**config.mk**
```make
export PLATFORM = sky130hd
export DESIGN_NAME = ett_arith
export DESIGN_NICKNAME = d
export VERILOG_FILES = /design/src/hw/rtl/embedding_table_train_defines.svh /design/src/hw/rtl/ett_pkg.sv /design/src/hw/rtl/ett_arith.sv
export SDC_FILE = /design/constraint.sdc
export NUM_CORES = 1
export LEC_CHECK = 0
export BUFFER_PORTS_ARGS = -buffer_cell sky130_fd_sc_hd__buf_2
export CAP_MARGIN = 10
export CORE_MARGIN = 1.5
export CORE_UTILIZATION = 43
export DETAILED_ROUTE_END_ITERATION = 10
export PLACE_DENSITY_LB_ADDON = 0.2
export SLEW_MARGIN = 20
export SYNTH_ARGS = -nofsm -noshare
export SYNTH_HDL_FRONTEND = slang
export SYNTH_SLANG_ARGS = --single-unit
export TNS_END_PERCENT = 20
```
**constraint.sdc**
```tcl
create_clock -name clk -period 8.4 [get_ports clk]
set_clock_uncertainty 0.2 [all_clocks]
set_input_delay 1.26 -clock clk [delete_from_list [all_inputs] [get_ports clk]]
set_output_delay 1.26 -clock clk [all_outputs]
set_load 0.02 [all_outputs]
```
**src/hw/rtl/embedding_table_train_defines.svh**
```systemverilog
// Assertion macros shared by the embedding table engine.
`ifndef EMBEDDING_TABLE_TRAIN_DEFINES_SVH
`define EMBEDDING_TABLE_TRAIN_DEFINES_SVH

// Concurrent assertion sampled on the rising clock, switched off while reset is low.
`define ETT_ASSERT_ARST(label, clk_s, rstn_s, prop, msg) \
	label: assert property (@(posedge clk_s) disable iff (!rstn_s) prop) \
		else $error(msg);

// Concurrent assertion sampled on the rising clock, also checked during reset.
`define ETT_ASSERT_CLK(label, clk_s, prop, msg) \
	label: assert property (@(posedge clk_s) prop) else $error(msg);

`endif

```
**src/hw/rtl/ett_pkg.sv**
```systemverilog
// Shared types and constants of the embedding table engine.
package ett_pkg;

	// Field widths of the item and result formats.
	localparam int CMD_W    = 2;
	localparam int TOKEN_W  = 16;
	localparam int COLUMN_W = 6;
	localparam int WEIGHT_W = 16;
	localparam int GRAD_W   = 24;
	localparam int LR_W     = 16;
	localparam int CFG_W    = 16;
	localparam int CFG_IDX_W = 2;
	localparam int VOCAB_W  = 11;
	localparam int DIM_W    = 7;

	// Command codes.
	localparam logic [CMD_W-1:0] CMD_LOOKUP     = 2'd0;
	localparam logic [CMD_W-1:0] CMD_ACCUMULATE = 2'd1;
	localparam logic [CMD_W-1:0] CMD_UPDATE     = 2'd2;
	localparam logic [CMD_W-1:0] CMD_WRITE      = 2'd3;

	// Configuration register indexes.
	localparam logic [CFG_IDX_W-1:0] REG_VOCAB_IN_USE = 2'd0;
	localparam logic [CFG_IDX_W-1:0] REG_DIM_IN_USE   = 2'd1;
	localparam logic [CFG_IDX_W-1:0] REG_LEARN_RATE   = 2'd2;

	// Write enables of the two stores.
	typedef struct packed {
		logic wt_we;
		logic grad_we;
	} store_wr_t;

	// Results of the shared arithmetic unit.
	typedef struct packed {
		logic                       nz;
		logic signed [WEIGHT_W-1:0] new_weight;
		logic signed [GRAD_W-1:0]   acc_grad;
	} arith_res_t;

endpackage

```
**src/hw/rtl/ett_arith.sv**
```systemverilog
// Shared arithmetic unit: SGD step on one entry and saturating gradient add.
module ett_arith (
	input  logic                                clk,
	input  logic signed [ett_pkg::GRAD_W-1:0]   grad,
	input  logic signed [ett_pkg::WEIGHT_W-1:0] weight,
	input  logic signed [ett_pkg::WEIGHT_W-1:0] value,
	input  logic [ett_pkg::LR_W-1:0]            lr,
	output ett_pkg::arith_res_t                 res
);
	localparam int PROD_W  = ett_pkg::GRAD_W + ett_pkg::LR_W + 1;
	localparam int DELTA_W = PROD_W - 16;
	localparam int NW_W    = DELTA_W + 1;
	localparam int SUM_W   = ett_pkg::GRAD_W + 1;

	logic signed [PROD_W-1:0]            prod_s1;
	logic signed [ett_pkg::WEIGHT_W-1:0] wt_s1;
	logic signed [ett_pkg::GRAD_W-1:0]   sum_s1;
	logic                                nz_s1;
	logic signed [SUM_W-1:0]             sum;
	logic signed [ett_pkg::GRAD_W-1:0]   sum_sat;
	logic signed [PROD_W-1:0]            rnd;
	logic signed [DELTA_W-1:0]           delta;
	logic signed [NW_W-1:0]              nw;

	// Saturating add of a Q4.12 element into a Q12.12 gradient.
	always_comb begin
		sum = SUM_W'(grad) + SUM_W'(value);
		if (sum[SUM_W-1] != sum[SUM_W-2]) begin
			sum_sat = sum[SUM_W-1] ? {1'b1, {(ett_pkg::GRAD_W-1){1'b0}}}
				: {1'b0, {(ett_pkg::GRAD_W-1){1'b1}}};
		end else begin
			sum_sat = sum[ett_pkg::GRAD_W-1:0];
		end
	end

	// Multiply stage: gradient times learning rate, registered.
	always_ff @(posedge clk) begin
		prod_s1 <= PROD_W'(grad) * $signed({1'b0, lr});
		wt_s1   <= weight;
		sum_s1  <= sum_sat;
		nz_s1   <= (grad != '0);
	end

	// Round half up, subtract from the weight and saturate to Q4.12.
	always_comb begin
		rnd   = prod_s1 + PROD_W'(32768);
		delta = rnd[PROD_W-1:16];
		nw    = NW_W'(wt_s1) - NW_W'(delta);
		if (nw > NW_W'(32767)) begin
			res.new_weight = 16'sh7FFF;
		end else if (nw < -NW_W'(32768)) begin
			res.new_weight = 16'sh8000;
		end else begin
			res.new_weight = nw[ett_pkg::WEIGHT_W-1:0];
		end
		res.acc_grad = sum_s1;
		res.nz       = nz_s1;
	end
endmodule

```
==> run metrics <==
post-route ant nets=0; core area=41,850 sq um; post-synthesis cell area=around 18,000 sq um; top cell type by total area after synthesis=fa_1; Port Buffers=113; worst-path maximum fanout=24; Setup TNS=0 ns; RSZ-0062 raised after global routing=no; CP top delay family=adder cells; min Tclk post-route=between 7 and 8 ns; initial antenna violation count=0; Util after Layout=0.4680; number of global-route vias before repair=around 15,000; Crit path buffers/inverters=5; cell count after synthesis=about 2,000; hpwl dp=about 39 mm; drt via density=around 5.2; post-synth top area share=0.4155; share of layout cells above drive strength 1=0.08247; TritonRoute pass-1 iters=5; routed len/inst=approximately 18 um; first-pass GRT wire length=~80 mm; Clk pin slew, worst setup/hold paths=0.06 ns; Critical Path Most Common Cell=fa_1; synth top area cells=fa_1 42%, ha_1 10%, inv_1 9.4%; GRT Resource Usage Total=0.2340; Min Hold Slack=approximately 0.79 ns; fmax=128.8 MHz; Ports=114; Worst Path Class, Setup=in -> reg; Remaining Overflow, GRT=0; mean post-synth cell area=between 8 and 9 sq um; die area=around 43,000 sq um; critical path required time=8.49 ns; CTS sink count=67; DR iter-0 viols=789; CP max stage cell=fa_1; # hold bufs at CTS=0; CP startpoint=lr[3]; post-CTS resize count=0; DR DRC count=0; clock root buffer=clkbuf_16; min-delay src=weight[15]; final hold vios=0; CP Launch Type=primary input; Hold Path Depth=1; Least-Margin Pin Slew=~1.1 ns; Unique masters post-synth=a little under 80; Seq/Total Area, Yosys=0.07383; Synthesized Nets=about 2,600; Final setup viols=0; crit end category=flop; WP data arrival=between 7 and 8 ns; Initial Util=0.4341; Post-synth ARST share=0; Post-layout nets=between 2,000 and 3,000; placed instance count=2,646; largest net degree at the start of global routing=25; TritonCTS clock tree=built; routability cong.=0.8884; Die X=208.5 um; slowest stage delay, CP=around 0.53 ns; status=complete, no violations; Slew HR=0.2862; Most used DFF post-synth=dfxtp_1; CP cell instances=buf_2, nand2_1, fa_1, fa_1, fa_1, inv_1, fa_1, fa_1, inv_1, fa_1, inv_1, ha_1, a211oi_1, o21ai_0, a221oi_1, buf_4, a311oi_1, a31o_2, a221oi_1, nand2b_1, a21oi_1, xnor2_1; die height=208.5 um; commonest cells after routing, fill and taps aside=455 x inv_1, 377 x fa_1, 270 x nand2_1, 159 x and2_1, 149 x ha_1; FF+latch count, synth=67; Slew Limit Fails=0; Max Root-Sink Buffers=2; # diodes=0; total wire length=between 40 and 50 mm; YS warnings=0; commonest non-fill, non-tap cell in the layout=inv_1; Finished Layout Cells=approximately 2,700; vias post-DR=13,896; max-cap viol count=0; H-Tree Level Count=3; TritonCTS buffer count=9; area growth from synthesis to layout=7.810%; Worst path depth=22; number of flops mapped to enable cells by yosys=0; Post-CTS Setup Inserts=0; period utilization=0.9240; Hold WC Path Type=in -> reg; # rows=75
metal layers:
metal | share of wire | GRT usage
met1 | 0.43 | 0.3043
met2 | 0.48 | 0.4050
met3 | 0.064 | 0.04060
met4 | 0.020 | 0.05647
met5 | 0 | 0
cells in the mapped netlist, drive strengths merged (9+ instances only):
cell	count
xor2	39
nor3	22
clkbuf	63
nand2	270
a21o	36
ha	149
nand4	11
nor2b	9
inv	455
nand3	26
nor2	45
and2	159
a21oi	60
and3	19
a211oi	11
o21a	14
xnor2	46
nor4	11
dfxtp	67
o21ai	48
fa	377
cells by family (layout without fill, tap and decap cells):
family	Yosys count	in the layout	share of synthesized area
DFF	67	67	0.07383
muxes	3	3	0.001653
xor gates and xnor gates	85	85	0.04098
adders and majority gates	532	532	0.5214
buffers and inverters	526	601	0.1103
AOI/OAI and AO/OA	231	231	0.08837
and+or+nand+nor	603	603	0.1634
flip-flops by register name, indices dropped and copies added, names as in the netlist:
| register | cells |
|---|---|
| wt_s1 | 16 |
| sum_s1 | 24 |
| prod_s1 | 26 |
| nz_s1 | 1 |
final timing paths:
| path | end | slack [ns] |
|---|---|---|
| min | wt_s1[15] | 0.79 |
| max | prod_s1[39] | 0.64 |
metrics by stage:
step,setup slack (ns),instance area (sq um)
floorplan,1.077,18170
detailed placement,0.2888,19240
global placement,0.4262,19240
CTS,0.6698,19590
global route,0.2523,19590
finish,0.6382,19590
layout make-up:
cell class	instances	area, sq um
clock buffers	9	225.2
flip-flops and latches	67	1341
repair buffers	131	700.7
clock inverters	6	115.1
fillers	4134	22270
multi-input cells	1454	14820
inverters	455	1708
well taps	539	674.4
Power is left out: the tool's default activity adds up to more than one toggle a clock period on the data nets, which glitch-free logic cannot reach.
